[config.mk]
export PLATFORM = sky130hd
export DESIGN_NAME = modbus_read_request_framer
export DESIGN_NICKNAME = d
export VERILOG_FILES = /design/src/rtl/core/mbrf_pkg.sv /design/src/rtl/core/mbrf_req_stage.sv /design/src/rtl/core/mbrf_serializer.sv /design/src/rtl/core/modbus_read_request_framer.sv
export SDC_FILE = /design/constraint.sdc
export NUM_CORES = 1
export LEC_CHECK = 0
export ABC_AREA = 1
export BUFFER_PORTS_ARGS = -buffer_cell sky130_fd_sc_hd__buf_2
export CORE_MARGIN = 3
export CORE_UTILIZATION = 55
export CTS_CLUSTER_SIZE = 20
export DETAILED_ROUTE_END_ITERATION = 16
export GPL_TIMING_DRIVEN = 0
export HOLD_SLACK_MARGIN = 0.02
export PLACE_DENSITY = 0.72
export SLEW_MARGIN = 0
export SYNTH_ARGS = -nofsm -noshare
export SYNTH_HDL_FRONTEND = slang
export SYNTH_SLANG_ARGS = --single-unit
[constraint.sdc]
create_clock -name clk_i -period 6.7 [get_ports clk_i]
set_clock_uncertainty 0.15 [all_clocks]
set_input_delay 1.005 -clock clk_i [delete_from_list [all_inputs] [get_ports clk_i]]
set_output_delay 1.005 -clock clk_i [all_outputs]
set_load 0.02 [all_outputs]
[src/rtl/core/mbrf_pkg.sv]
// package for the modbus read request framer
// holds the request word type, function codes, frame constants and the crc byte update
// no dependencies
`timescale 1ns / 1ps
`default_nettype none

package mbrf_pkg;

  localparam int unsigned FrameLen = 8;
  localparam int unsigned IdxW     = $clog2(FrameLen);
  localparam int unsigned DataLenW = 17;
  localparam int unsigned RespLenW = 18;

  localparam logic [IdxW-1:0] LastIdx  = IdxW'(FrameLen - 1);
  localparam logic [IdxW-1:0] CrcLoIdx = IdxW'(FrameLen - 2);

  localparam logic [7:0] FcCoil        = 8'd1;
  localparam logic [7:0] FcInputStatus = 8'd2;
  localparam logic [7:0] FcHoldingReg  = 8'd3;
  localparam logic [7:0] FcInputReg    = 8'd4;

  localparam logic [15:0] CrcInit = 16'hFFFF;
  localparam logic [15:0] CrcPoly = 16'hA001;

  localparam logic [RespLenW-1:0] RespOverhead = RespLenW'(5);

  typedef struct packed {
    logic [7:0]          addr;
    logic [7:0]          fc;
    logic [15:0]         start;
    logic [15:0]         qty;
    logic [RespLenW-1:0] resp_len;
  } req_t;

  // reflected crc-16 update over one byte, lsb first
  function automatic logic [15:0] crc_byte(input logic [15:0] crc_in, input logic [7:0] data);
    logic [15:0] c;
    c = crc_in ^ {8'h00, data};
    for (int b = 0; b < 8; b++) begin
      if (c[0]) begin
        c = (c >> 1) ^ CrcPoly;
      end else begin
        c = c >> 1;
      end
    end
    return c;
  endfunction

endpackage

`default_nettype wire

[src/rtl/core/mbrf_req_stage.sv]
// input register of the framer: captures a request and updates the kept data length
// depends on mbrf_pkg
`timescale 1ns / 1ps
`default_nettype none

module mbrf_req_stage (
  input  wire logic                clk_i,
  input  wire logic                rst_ni,
  input  wire logic                in_valid_i,
  output logic                     in_ready_o,
  input  wire logic [7:0]          slave_address_i,
  input  wire logic [7:0]          function_code_i,
  input  wire logic [15:0]         start_register_i,
  input  wire logic [15:0]         quantity_i,
  output logic                     req_valid_o,
  output mbrf_pkg::req_t           req_o,
  input  wire logic                req_take_i
);

  logic                                req_valid_q, req_valid_d;
  mbrf_pkg::req_t                      req_q, req_d;
  logic [mbrf_pkg::DataLenW-1:0]       data_len_q, data_len_d;
  logic                                accept;

  assign in_ready_o = !req_valid_q || req_take_i;
  assign accept     = in_valid_i && in_ready_o;

  always_comb begin
    data_len_d = data_len_q;
    unique case (function_code_i) inside
      mbrf_pkg::FcCoil, mbrf_pkg::FcInputStatus: begin
        // bytes needed to hold qty bits
        data_len_d = ({1'b0, quantity_i} + mbrf_pkg::DataLenW'(7)) >> 3;
      end
      mbrf_pkg::FcHoldingReg, mbrf_pkg::FcInputReg: begin
        data_len_d = {quantity_i, 1'b0};
      end
      default: begin
        data_len_d = data_len_q;
      end
    endcase
  end

  always_comb begin
    req_d.addr     = slave_address_i;
    req_d.fc       = function_code_i;
    req_d.start    = start_register_i;
    req_d.qty      = quantity_i;
    req_d.resp_len = {1'b0, data_len_d} + mbrf_pkg::RespOverhead;
  end

  always_comb begin
    req_valid_d = req_valid_q;
    if (accept) begin
      req_valid_d = 1'b1;
    end else if (req_take_i) begin
      req_valid_d = 1'b0;
    end
  end

  always_ff @(posedge clk_i or negedge rst_ni) begin
    if (!rst_ni) begin
      req_valid_q <= 1'b0;
      data_len_q  <= '0;
    end else begin
      req_valid_q <= req_valid_d;
      if (accept) begin
        data_len_q <= data_len_d;
      end
    end
  end

  always_ff @(posedge clk_i) begin
    if (accept) begin
      req_q <= req_d;
    end
  end

  assign req_valid_o = req_valid_q;
  assign req_o       = req_q;

  // a take never happens without a held request
  assert property (@(posedge clk_i) disable iff (!rst_ni) req_take_i |-> req_valid_q)
    else $error("take with empty request register");

  // data length moves only when a request comes in
  assert property (@(posedge clk_i) disable iff (!rst_ni)
    !accept |=> $stable(data_len_q))
    else $error("data length changed without a request");

  // a held request not taken stays put
  assert property (@(posedge clk_i) disable iff (!rst_ni)
    req_valid_q && !req_take_i |=> req_valid_q && $stable(req_q))
    else $error("held request lost");

endmodule

`default_nettype wire

[src/rtl/core/mbrf_serializer.sv]
// frame serializer: steps through the eight frame bytes, folding the six bytes before the crc into it one byte per step
// depends on mbrf_pkg
`timescale 1ns / 1ps
`default_nettype none

module mbrf_serializer (
  input  wire logic                           clk_i,
  input  wire logic                           rst_ni,
  input  wire logic                           req_valid_i,
  input  wire mbrf_pkg::req_t                 req_i,
  output logic                                req_take_o,
  output logic                                out_valid_o,
  input  wire logic                           out_ready_i,
  output logic [7:0]                          frame_byte_o,
  output logic [mbrf_pkg::IdxW-1:0]           byte_index_o,
  output logic                                last_byte_o,
  output logic [mbrf_pkg::RespLenW-1:0]       expected_response_len_o
);

  logic                              busy_q, busy_d;
  logic [mbrf_pkg::IdxW-1:0]         idx_q, idx_d;
  logic [15:0]                       crc_q, crc_d;
  logic [7:0]                        addr_q, fc_q;
  logic [15:0]                       start_m1_q, qty_q;
  logic [mbrf_pkg::RespLenW-1:0]     resp_q;

  logic                              out_valid_q, out_valid_d;
  logic [7:0]                        obyte_q;
  logic [mbrf_pkg::IdxW-1:0]         oidx_q;
  logic                              olast_q;
  logic [mbrf_pkg::RespLenW-1:0]     oresp_q;

  logic                              adv;
  logic                              load;
  logic [7:0]                        cur_byte;

  // one byte moves into the output register when it is empty or being drained
  assign adv  = busy_q && (!out_valid_q || out_ready_i);
  assign load = req_valid_i && (!busy_q || (adv && idx_q == mbrf_pkg::LastIdx));
  assign req_take_o = load;

  always_comb begin
    case (idx_q)
      3'd0:    cur_byte = addr_q;
      3'd1:    cur_byte = fc_q;
      3'd2:    cur_byte = start_m1_q[15:8];
      3'd3:    cur_byte = start_m1_q[7:0];
      3'd4:    cur_byte = qty_q[15:8];
      3'd5:    cur_byte = qty_q[7:0];
      3'd6:    cur_byte = crc_q[7:0];
      default: cur_byte = crc_q[15:8];
    endcase
  end

  always_comb begin
    busy_d = busy_q;
    idx_d  = idx_q;
    crc_d  = crc_q;
    if (adv) begin
      idx_d = idx_q + 1'b1;
      if (idx_q < mbrf_pkg::CrcLoIdx) begin
        crc_d = mbrf_pkg::crc_byte(crc_q, cur_byte);
      end
      if (idx_q == mbrf_pkg::LastIdx) begin
        busy_d = 1'b0;
      end
    end
    if (load) begin
      busy_d = 1'b1;
      idx_d  = '0;
      crc_d  = mbrf_pkg::CrcInit;
    end
  end

  always_comb begin
    out_valid_d = out_valid_q;
    if (adv) begin
      out_valid_d = 1'b1;
    end else if (out_ready_i) begin
      out_valid_d = 1'b0;
    end
  end

  always_ff @(posedge clk_i or negedge rst_ni) begin
    if (!rst_ni) begin
      busy_q      <= 1'b0;
      idx_q       <= '0;
      out_valid_q <= 1'b0;
    end else begin
      busy_q      <= busy_d;
      idx_q       <= idx_d;
      out_valid_q <= out_valid_d;
    end
  end

  always_ff @(posedge clk_i) begin
    crc_q <= crc_d;
    if (load) begin
      addr_q     <= req_i.addr;
      fc_q       <= req_i.fc;
      start_m1_q <= req_i.start - 16'd1;
      qty_q      <= req_i.qty;
      resp_q     <= req_i.resp_len;
    end
    if (adv) begin
      obyte_q <= cur_byte;
      oidx_q  <= idx_q;
      olast_q <= (idx_q == mbrf_pkg::LastIdx);
      oresp_q <= resp_q;
    end
  end

  assign out_valid_o             = out_valid_q;
  assign frame_byte_o            = obyte_q;
  assign byte_index_o            = oidx_q;
  assign last_byte_o             = olast_q;
  assign expected_response_len_o = oresp_q;

  // a new frame only starts when the previous one is done or sending its last byte
  assert property (@(posedge clk_i) disable iff (!rst_ni)
    load |-> !busy_q || idx_q == mbrf_pkg::LastIdx)
    else $error("frame restarted mid-way");

  // stalled frame keeps its position
  assert property (@(posedge clk_i) disable iff (!rst_ni)
    busy_q && !adv |=> busy_q && $stable(idx_q))
    else $error("frame position moved under stall");

  // bytes leave in order within a frame
  assert property (@(posedge clk_i) disable iff (!rst_ni)
    adv && idx_q != mbrf_pkg::LastIdx |=> out_valid_q && oidx_q == $past(idx_q))
    else $error("byte index out of order");

  // the last byte flag goes with the final position only
  assert property (@(posedge clk_i) disable iff (!rst_ni)
    out_valid_q |-> (olast_q == (oidx_q == mbrf_pkg::LastIdx)))
    else $error("last flag on wrong position");

endmodule

`default_nettype wire

[src/rtl/core/modbus_read_request_framer.sv]
// top level of the modbus rtu read request framer
// depends on mbrf_pkg, mbrf_req_stage and mbrf_serializer
//
// usage:
//   input channel (in_valid_i / in_ready_o) takes one read request word: slave
//   address, function code, one-based start register and quantity.
//   output channel (out_valid_o / out_ready_i) gives the eight frame bytes in send
//   order: address, function, start-1 (msb first), quantity (msb first), crc low,
//   crc high. last_byte_o marks the crc high byte. every byte carries the expected
//   response length (data bytes plus five); function codes other than 1..4 keep the
//   previous data length.
//   the first byte passes the input register, the serializer's field registers
//   and its output register. throughput: one byte per cycle while out_ready_i
//   holds no stall, set by the single byte-wide output port; the crc is folded
//   one byte per cycle under the same condition as the frame goes out.
//   the input register takes the next request while a frame is still being sent.
//   a stall on out_ready_i freezes the serializer in place; the input register
//   then fills and in_ready_o drops.
//   reset clears both valid flags and the kept data length to zero.
`timescale 1ns / 1ps
`default_nettype none

module modbus_read_request_framer (
  input  wire logic                           clk_i,
  input  wire logic                           rst_ni,
  input  wire logic                           in_valid_i,
  output logic                                in_ready_o,
  input  wire logic [7:0]                     slave_address_i,
  input  wire logic [7:0]                     function_code_i,
  input  wire logic [15:0]                    start_register_i,
  input  wire logic [15:0]                    quantity_i,
  output logic                                out_valid_o,
  input  wire logic                           out_ready_i,
  output logic [7:0]                          frame_byte_o,
  output logic [2:0]                          byte_index_o,
  output logic                                last_byte_o,
  output logic [17:0]                         expected_response_len_o
);

  logic           req_valid;
  logic           req_take;
  mbrf_pkg::req_t req;

  mbrf_req_stage u_req_stage (
    .clk_i            (clk_i),
    .rst_ni           (rst_ni),
    .in_valid_i       (in_valid_i),
    .in_ready_o       (in_ready_o),
    .slave_address_i  (slave_address_i),
    .function_code_i  (function_code_i),
    .start_register_i (start_register_i),
    .quantity_i       (quantity_i),
    .req_valid_o      (req_valid),
    .req_o            (req),
    .req_take_i       (req_take)
  );

  mbrf_serializer u_serializer (
    .clk_i                   (clk_i),
    .rst_ni                  (rst_ni),
    .req_valid_i             (req_valid),
    .req_i                   (req),
    .req_take_o              (req_take),
    .out_valid_o             (out_valid_o),
    .out_ready_i             (out_ready_i),
    .frame_byte_o            (frame_byte_o),
    .byte_index_o            (byte_index_o),
    .last_byte_o             (last_byte_o),
    .expected_response_len_o (expected_response_len_o)
  );

endmodule

`default_nettype wire
# Word level (Yosys, flattened, before mapping)
# Cells that the tools add are included.
# totals
reg_bits	201
elab_cells	97
output_inout_bits	32
in_bits	52
# op_classes
n_addsub	4
bitwise	9
muxes	33
magnitude_cmp	1
eq_ne	11
reduce_logical	19
# ops
op	n
two-way mux 16 bit	22
one-hot mux 8 bit (7 select lines)	1
one-hot mux 17 bit (2 select lines)	1
inverter 2 -> 3 bit	8
adder 17 x 3 -> 18 bit (second input constant)	1
adder 16 x 3 -> 17 bit (second input constant)	1
equality test 8 x 2 -> 1 bit (second input constant)	2
subtractor 16 x 1 -> 16 bit (second input constant)	1
bitwise XOR 16 x 8 -> 16 bit	1
equality test 3 bit (second input constant)	4
equality test 8 x 1 -> 1 bit (second input constant)	1
equality test 8 x 3 -> 1 bit (second input constant)	1
nonzero test 2 bit	4
two-way mux 1 bit	7
equality test 3 x 2 -> 1 bit (second input constant)	2
two-way mux 3 bit	2
logical AND 1 bit	4
AND reduction 2 bit	2
OR reduction 2 bit	2
adder 3 x 1 -> 3 bit (second input constant)	1
equality test 3 x 1 -> 1 bit (second input constant)	1
logical NOT 1 bit	3
logical NOT 3 bit	1
logical OR 1 bit	3
< comparator 3 bit (second input constant)	1

# Longest topological paths before layout
# Gate-level depths: netlist of run 1.
# logic_depth
word_depth	33
depth_mapped	23
mapped_depth_nobuf	21

# Hierarchy
# A second synthesis of run 1 with hierarchy kept.
# hier_totals
hier_cells	910
hier_area_um2	9181.3
# by_module_without_submodules
mod	cells_per_inst	instances	area_per_inst_um2	seq_area_each_um2
mbrf_serializer	487	1	5171.2	3328.2
mbrf_req_stage	423	1	4010.1	2432.3

# Worst setup path after synthesis of run 1
# OpenSTA, ideal clock, no wires.
# synth_timing
kind	input-to-reg
from	input port out_ready_i
to	register u_serializer.crc_q[14]
slack_ps	1676
setup_ps	79
arrival_ps	4795
t_required_ps	6471
n_path_buf	2
path_stages	8
path_cell_list	inv_1 -> nand2_1 -> a21oi_1 -> nor2_1 -> inv_1 -> clkbuf_1 -> clkbuf_1 -> o211ai_1
# synth_via
elab_chain_len	5
elab_cells_between_ends	6
cone_classes	reduce/logical (6)
# synth_rtl
item	line	text
start: declaration	modbus_read_request_framer.sv:33	input wire logic out_ready_i,
logical OR 1 bit	mbrf_serializer.sv:38	assign adv = busy_q && (!out_valid_q || out_ready_i);
logical AND 1 bit	mbrf_serializer.sv:38	
logical AND 1 bit	mbrf_serializer.sv:39	assign load = req_valid_i && (!busy_q || (adv && idx_q == mbrf_pkg::LastIdx));
logical OR 1 bit	mbrf_serializer.sv:39	
logical AND 1 bit	mbrf_serializer.sv:39	
net req_take	modbus_read_request_framer.sv:41	logic req_take;
end signal: assignment	mbrf_serializer.sv:97	crc_q <= crc_d;
end: declaration	mbrf_serializer.sv:22	logic [15:0] crc_q, crc_d;
# The timed path passes the listed nets, and every way through them passes these cells.
# A chain may end at the register's enable or synchronous reset.

# Worst setup path in the final report of run 1
# layout_timing
from	register u_serializer.idx_q[1] in the netlist's numbering
to	output port in_ready_o
# layout_via
elab_chain_len	5
# layout_rtl
item	line	text
start: declaration	mbrf_serializer.sv:21	logic [mbrf_pkg::IdxW-1:0] idx_q, idx_d;
start signal: assignment	mbrf_serializer.sv:91	idx_q <= idx_d;
equality test 3 bit	mbrf_serializer.sv:39	
logical AND 1 bit	mbrf_serializer.sv:39	
logical OR 1 bit	mbrf_serializer.sv:39	
logical AND 1 bit	mbrf_serializer.sv:39	
logical OR 1 bit	mbrf_req_stage.sv:25	assign in_ready_o = !req_valid_q || req_take_i;
end: declaration	modbus_read_request_framer.sv:27	output logic in_ready_o,
# No other way between the ends.

==> summary.txt, run 1 <==
Floorplan
  – Number of top-level pins: 84
  – Die height: 133 um
  – Floorplan row count: 45
  – DIE WIDTH: 133 um
  – Area of the die: 17700 um2
  – Initial standard-cell utilization of the core: 57.4%
  – Area of the placeable core: 15500 um2

GRT
  – Met3 GRT Util: 3.17%
  – Met1 Use GR: 29.6%
  – Number of antenna violations at the first check in global routing: 0
  – Global-route wire length before repair: 27900 um
  – Global-route layer with the greatest usage: met1
  – Sum of overflow across all layers after global routing: 0
  – Number of global-route vias before repair: 5576
  – Met2 usage in global routing: 29.5%
  – All-Layer GR Usage: 19.4%
  – Largest net degree at the start of global routing: 52

Synthesis
  – Top cells by area in the synthesized netlist: edfxtp_1, nand2_1, dfrtp_1
  – Number of flops mapped to enable cells by yosys: 162
  – Summed instance area of the synthesized netlist: 8880 um2
  – Dominant combinational cell family by area after synthesis: simple AND/OR/NAND/NOR gates
  – Async set-reset flop share out of synthesis: 11.4%
  – Share of the yosys chip area belonging to registers: 64.8%
  – Number of instances in the synthesized netlist: 827
  – Ys flop type: edfxtp_1
  – Compound-Gate Fraction of Synth Area: 5.68%
  – Yosys warnings: 0
  – Synth area leader: edfxtp_1
  – Synthesized-area fraction occupied by xor and xnor cells: 2.56%
  – Mux share of post-synthesis cell area: 0%
  – Simple-gate share of the synthesized area: 20.2%
  – Distinct cell type count after synthesis: 50
  – Post-Syn Area per Cell: 10.7 um2
  – Synthesized net count: 887
  – Synthesized-area fraction occupied by adder cells: 1.13%
  – Flops & latches, synth: 201
  – Top-area cell type share of the netlist area: 54.8%

Timing
  – Post-route fraction of the period consumed by the critical path: 50.1%
  – Total count of max-transition violations in the final report: 0
  – Highest Clock Rate: 298 MHz
  – Setup violation total in the final timing report: 0
  – Actual transition at the worst max-transition pin: 1.16 ns
  – RSZ-0062 raised after global routing: no
  – Worst-case headroom to the max-slew limit: 22.5%
  – Shortest period the worst path allows: 3.36 ns
  – Number of failing hold endpoints at the final stage: 0
  – Total negative setup slack: 0 ns

Critical path
  – Most common cell on crit path: ha_1
  – Crit Reg-Reg Endpoint: u_serializer.crc_q[7]$_SDFFE_PP1P_
  – Dominant delay contributor by cell family on the critical path: adder cells
  – Worst-path cell chain: ha_1 -> ha_1 -> a21oi_1 -> nand2_1 -> buf_2
  – Worst R2R Start: u_serializer.idx_q[1]$_DFFE_PN0P_
  – Critical Path Sink: in_ready_o
  – Kind of launch point of the worst setup path: flip-flop
  – Number of cells on the critical path: 5
  – Worst EP arrival: 2.20 ns
  – Critical setup path kind: reg2out
  – Data required, critical path: 5.54 ns
  – Largest stage delay on the critical path: 0.45 ns
  – Buffers and inverters on the worst path: 1
  – Cell type of the slowest stage on the worst timing path: dfrtp_1
  – Element type at the critical path end: output port
  – Maximum net fanout on the critical path: 5
  – FF-to-FF path depth: 9
  – Critical Path Source: u_serializer.idx_q[1]$_DFFE_PN0P_
  – Worst setup slack for register-to-register paths: 3.55 ns

Placed design
  – Final Wtd Congestion: 0.854
  – Hpwl dp: 12400 um
  – Count of input and output buffers: 83
  – Cell Area, Placed: 9640 um2

Layout
  – Final design area excluding fillers: 10400 um2
  – NumNets Final: 996
  – Antenna Diode Count: 0
  – Proportion of layout cells with a drive suffix above 1: 19.1%
  – Filler Cell Count: 1190
  – Layout overhead on the synthesized area: 16.6%

Hold path
  – Hold Crit Class: reg2reg

Clocking
  – Largest buffer count on any clock path: 3
  – Reg clk slew, reported paths: 0.06 ns
  – Insertion delay of the later-clocked pin in the worst-skew pair: 0.49 ns
  – Inserted Clock Buffers: 21
  – CTS tree: built
  – Number of gates given a new drive strength after cts: 0
  – Root buffer cell: clkbuf_16
  – Clock H-tree levels: 1
  – Setup repair bufs after CTS: 0
  – TritonCTS Sinks: 201
  – Hold Buf Count CTS: 0

Route
  – WL final: 17400 um
  – Count of nets left with antenna violations after detail routing: 0
  – Number of iterations in the first detailed-routing pass: 5
  – Routed vias: 6020
  – Average wire length per cell after detail routing: 15.0 um
  – Mean number of vias per cell: 5.19
  – DRC viols: 0
  – DR iter-0 viols: 497

Power
  – Static Leak: 4.33 nW
  – Areal power density over the cells: 436 nW/um2
  – Largest voltage drop on the vdd net: 0.229 mV

Run status
  – Status: complete, no violations

Job
  – Number of maximum-capacitance violations: 0
-- cell families after synthesis --
logic type	count (synthesis)
xor gates and xnor gates	26
buffers and inverters	112
and+or+nand+nor	404
AOI/OAI and AO/OA	76
DFF	201
adders and majority gates	8
-- flip-flops by register name, indices dropped and copies added (netlist names), 8 cells and up --
name and cells:
u_req_stage.req_o 66, u_serializer.expected_response_len_o 18, u_serializer.resp_q 18, u_req_stage.data_len_q 17, u_serializer.crc_q 16, u_serializer.qty_q 16
u_serializer.start_m1_q 16, u_serializer.addr_q 8, u_serializer.fc_q 8, u_serializer.frame_byte_o 8
-- report_power, final --
part / total, mW / internal [mW] / switching [mW]
Sequential: 1.79 / 1.68 / 0.117
Clock: 1.19 / 0.731 / 0.462
Combinational: 1.53 / 0.488 / 1.04
-- cells in the final DEF, fill, tap and decap left out, drive strengths merged, types with 19 or more instances in the layout --
master  count
buf       100
clkbuf     27
dfrtp      23
edfxtp    162
inv        91
nand2     231
nand3      88
nor2       61
o21ai      41
xor2       19
-- per-layer routing --
metal  vias up  part of all wire (%)
li1       3007                     -
met1      2778                    48
met2       197                    44
met3        38                   5.8
met4         0                   2.1
met5         -                     0
-- area by class of cell --
type                            count  area (um2)  share of cell area (%)
Timing Repair Buffer               86         483                    4.66
Tap cell                          211         264                    2.55
Multi-Input combinational cell    514        2630                    25.4
Clock buffer                       21         526                    5.07
Buffer                             20         154                    1.49
Inverter                           92         349                    3.37
Sequential cell                   201        5760                    55.6
Clock inverter                     15         194                    1.87
-- through the flow --
step	hold slack, ns	worst slack (ns)	util, %	instances	power, mW
CTS	0.264	3.36	66.9	1160	4.53
global placement	0.252	0.110	61.8	1121	3.27
finish	0.262	3.34	66.9	1160	4.52
floorplan	0.250	1.68	-	827	2.92
global route	0.272	3.24	66.9	1160	4.80
detailed placement	0.255	3.25	62.3	1124	3.32
-- worst min-delay path by stage --
stage,startpoint,to,slack (ns),cells past startpoint
floorplan,u_req_stage.req_o[58]$_DFFE_PP_,u_serializer.addr_q[0]$_DFFE_PP_,0.25,0
global placement,u_serializer.resp_q[8]$_DFFE_PP_,u_serializer.expected_response_len_o[8]$_DFFE_PP_,0.25,0
detailed placement,u_req_stage.req_o[58]$_DFFE_PP_,u_serializer.addr_q[0]$_DFFE_PP_,0.25,0
CTS,u_req_stage.req_o[51]$_DFFE_PP_,u_serializer.fc_q[1]$_DFFE_PP_,0.26,0
global route,u_serializer.resp_q[0]$_DFFE_PP_,u_serializer.expected_response_len_o[0]$_DFFE_PP_,0.27,0
finish,u_req_stage.req_o[51]$_DFFE_PP_,u_serializer.fc_q[1]$_DFFE_PP_,0.26,0
-- Yosys cell counts (all sizes together) (4+ instances only) --
master    n
nand4     4
dfrtp    23
a21oi     9
ha        8
xor2     19
xnor2     7
nand2   231
nor2     61
nand3    88
o21ai    41
clkbuf    6
inv      89
nor3     10
buf      14
o211ai   16
edfxtp  162
o22ai     4
dfxtp    16
-- worst register-to-register path: stages, from the launching register on --
cell and delay [ns]:
dfrtp_1 0.45, ha_1 0.24, ha_1 0.22, a21oi_1 0.38, nor2_4 0.20, buf_12 0.22
inv_1 0.09, clkbuf_1 0.37, clkbuf_1 0.48, o221ai_1 0.21
Note: power is estimated with default switching activity, not from simulation.
==> inputs of run 2 (changes only) <==
--- a/config.mk
+++ b/config.mk
@@ -8,7 +8,7 @@
 export ABC_AREA = 1
 export BUFFER_PORTS_ARGS = -buffer_cell sky130_fd_sc_hd__buf_2
 export CORE_MARGIN = 3
-export CORE_UTILIZATION = 55
+export CORE_UTILIZATION = 53
 export CTS_CLUSTER_SIZE = 20
 export DETAILED_ROUTE_END_ITERATION = 16
 export GPL_TIMING_DRIVEN = 0
==> constraint.sdc (replaced) <==
create_clock -name clk_i -period 3 [get_ports clk_i]
set_clock_uncertainty 0.15 [all_clocks]
set_input_delay 0.45 -clock clk_i [delete_from_list [all_inputs] [get_ports clk_i]]
set_output_delay 0.45 -clock clk_i [all_outputs]
set_load 0.02 [all_outputs]
==> summary.txt, run 2 (synthesis gave the netlist of run 1 again) <==
Layout
  – Register area: 5760 um2 (unchanged)
  – NumNets Final: 1033 (+3.7%)
  – Proportion of layout cells with a drive suffix above 1: 22.2% (+3.1 points)
  – Most frequent standard cell in the layout excluding fill and tap cells: nand2_1
  – Filler Cell Count: 1205 (+1.3%)
  – Leading cell types in the layout, fill and taps excluded: nand2_1, edfxtp_1, nand3_1, buf_2, inv_1
  – Flip-flop count of the largest register after layout: 66 (unchanged)
  – Layout overhead on the synthesized area: 22.1%
  – Footprint of the multi-input gates: 2780 um2 (+5.5%)
  – Antenna Diode Count: 0 (unchanged)
  – Final design area excluding fillers: 10900 um2 (+4.7%)

GRT
  – All-Layer GR Usage: 20.2% (+0.71 points)
  – Largest net degree at the start of global routing: 76 (+46%)
  – Global-route wire length before repair: 29500 um (+5.6%)
  – Number of global-route vias before repair: 5905 (+5.9%)
  – Sum of overflow across all layers after global routing: 0 (unchanged)
  – Number of antenna violations at the first check in global routing: 0 (unchanged)

Power
  – Largest voltage drop on the vdd net: 0.470 mV (+110%)
  – Static Leak: 4.51 nW (+4.2%)
  – Total power consumption of the routed design: 10.3 mW (+130%)
  – Areal power density over the cells: 952 nW/um2 (+120%)

Route
  – Average wire length per cell after detail routing: 15.1 um (+0.79%)
  – Mean number of vias per cell: 5.19 (about the same)
  – Number of iterations in the first detailed-routing pass: 6 (+1)
  – WL final: 18200 um (+4.5%)
  – DRC viols: 0 (unchanged)
  – DR iter-0 viols: 672 (+35%)
  – Routed vias: 6242 (+3.7%)
  – Count of nets left with antenna violations after detail routing: 0 (unchanged)

Floorplan
  – Area of the die: 18400 um2 (+3.6%)
  – Number of top-level pins: 84 (unchanged)
  – Initial standard-cell utilization of the core: 55.1% (-2.2 points)
  – Die height: 135 um (+1.8%)
  – Area of the placeable core: 16100 um2 (+4.1%)
  – DIE WIDTH: 135 um (+1.8%)
  – Floorplan row count: 46 (+2.2%)

Placed design
  – Final Wtd Congestion: 0.873 (+2.2%)
  – Count of input and output buffers: 83 (unchanged)
  – Pre-CTS worst setup slack: -0.639 ns (-3.89 ns)
  – Cell Area, Placed: 9630 um2 (-0.14%)
  – Hpwl dp: 12300 um (-1.4%)

Timing
  – Actual transition at the worst max-transition pin: 1.17 ns (+0.0140 ns)
  – Shortest period the worst path allows: 2.88 ns
  – RSZ-0062 raised after global routing: yes
  – Total negative setup slack: 0 ns (unchanged)
  – Highest Clock Rate: 348 MHz
  – Worst setup margin: 0.123 ns (-3.22 ns)
  – Number of failing hold endpoints at the final stage: 0 (unchanged)
  – Total count of max-transition violations in the final report: 0 (unchanged)
  – Worst-case headroom to the max-slew limit: 21.6% (-0.93 points)
  – Post-route fraction of the period consumed by the critical path: 95.9%
  – Setup violation total in the final timing report: 0 (unchanged)

Job
  – Number of maximum-capacitance violations: 0 (unchanged)

Critical path
  – Worst setup slack for register-to-register paths: 0.17 ns (-3.38 ns)
  – Data required, critical path: 3.07 ns (-2.47 ns)
  – Maximum net fanout on the critical path: 10 (+5)
  – Worst EP arrival: 2.94 ns (+0.74 ns)
  – Critical setup path kind: in2reg
  – Kind of launch point of the worst setup path: primary input
  – Element type at the critical path end: flip-flop

Clocking
  – Inserted Clock Buffers: 21 (unchanged)
  – CTS tree: built
  – Largest buffer count on any clock path: 3 (unchanged)
  – Root buffer cell: clkbuf_16
  – Reg clk slew, reported paths: 0.06 ns (about the same)
  – Clock H-tree levels: 1 (unchanged)
  – TritonCTS Sinks: 201 (unchanged)
  – Insertion delay of the later-clocked pin in the worst-skew pair: 0.50 ns (about the same)

Hold path
  – Hold Crit Class: in2reg

Run status
  – Status: complete, no violations
## run 2: through the flow
| step | util [%] | hold WS, ns | std cells |
|---|---|---|---|
| CTS | 66.2 | 0.0225 | 1199 |
| floorplan | - | 0.00441 | 827 |
| global route | 67.3 | 0.0279 | 1203 |
| finish | 67.3 | 0.0351 | 1203 |
| detailed placement | 59.7 | 0.255 | 1128 |
| global placement | 59.4 | 0.252 | 1126 |
## run 2: final timing paths
kind	startpoint	to	cells past startpoint
setup / recovery	function_code_i[0]	u_req_stage.req_o[14]$_DFFE_PP_	17
hold reg to reg	u_req_stage.req_o[12]$_DFFE_PP_	u_serializer.resp_q[12]$_DFFE_PP_	0
hold / removal	quantity_i[6]	u_req_stage.req_o[24]$_DFFE_PP_	1
max in group asynchronous	rst_ni	u_serializer.idx_q[2]$_DFFE_PN0P_	2
setup reg to reg	u_serializer.idx_q[2]$_DFFE_PN0P_	u_serializer.crc_q[0]$_SDFFE_PP1P_	23
min in group asynchronous	rst_ni	u_req_stage.data_len_q[11]$_DFFE_PN0P_	2
## run 2: critical path: stages
cell and delay, ns:
dlygate4sd3_1 0.53, buf_2 0.15, nand2_1 0.12, nand2_2 0.11
nor3_4 0.04, buf_4 0.14, inv_2 0.08, nand2_4 0.09
buf_12 0.17, o21ai_4 0.19, ha_2 0.22, inv_1 0.04
nand2_1 0.07, nand2_2 0.10, nor3_4 0.16, nand3_1 0.11
xnor2_1 0.15
## run 2: routing by layer
layer  GRT usage [%]  vias up  part of all wire, %
li1                -     3088                    -
met2            30.8      198                   45
met4            4.98        0                  1.7
met5               0        -                    0
met3            2.93       29                  6.2
met1            30.8     2927                   47
## run 2: final cells by class
cell class                 count  area share, %
sequential                   201           53.1
multi-input combinational    515           25.6
timing repair buffer         122           7.59
clock buffer                  23           4.91
inverter                      92           3.37
tap                          216           2.49
buffer                        20           1.51
clock inverter                14           1.48
## run 2: report_power, final
group / switching [mW] / leakage [nW] / internal, mW
combinational: 2.49 / 2.24 / 1.23
clock: 1.04 / 0.341 / 1.55
sequential: 0.265 / 1.93 / 3.75
## run 2: timing repair
action | CTS | global route
setup endpoints to repair | 72 | 70
buffers inserted | 0 | 4
hold buffers | 33 | 0
pin swaps | 1 | 6
cloned | 1 | 0
gates resized for setup | 5 | 47
endpoints found under the hold margin | 55 | 0
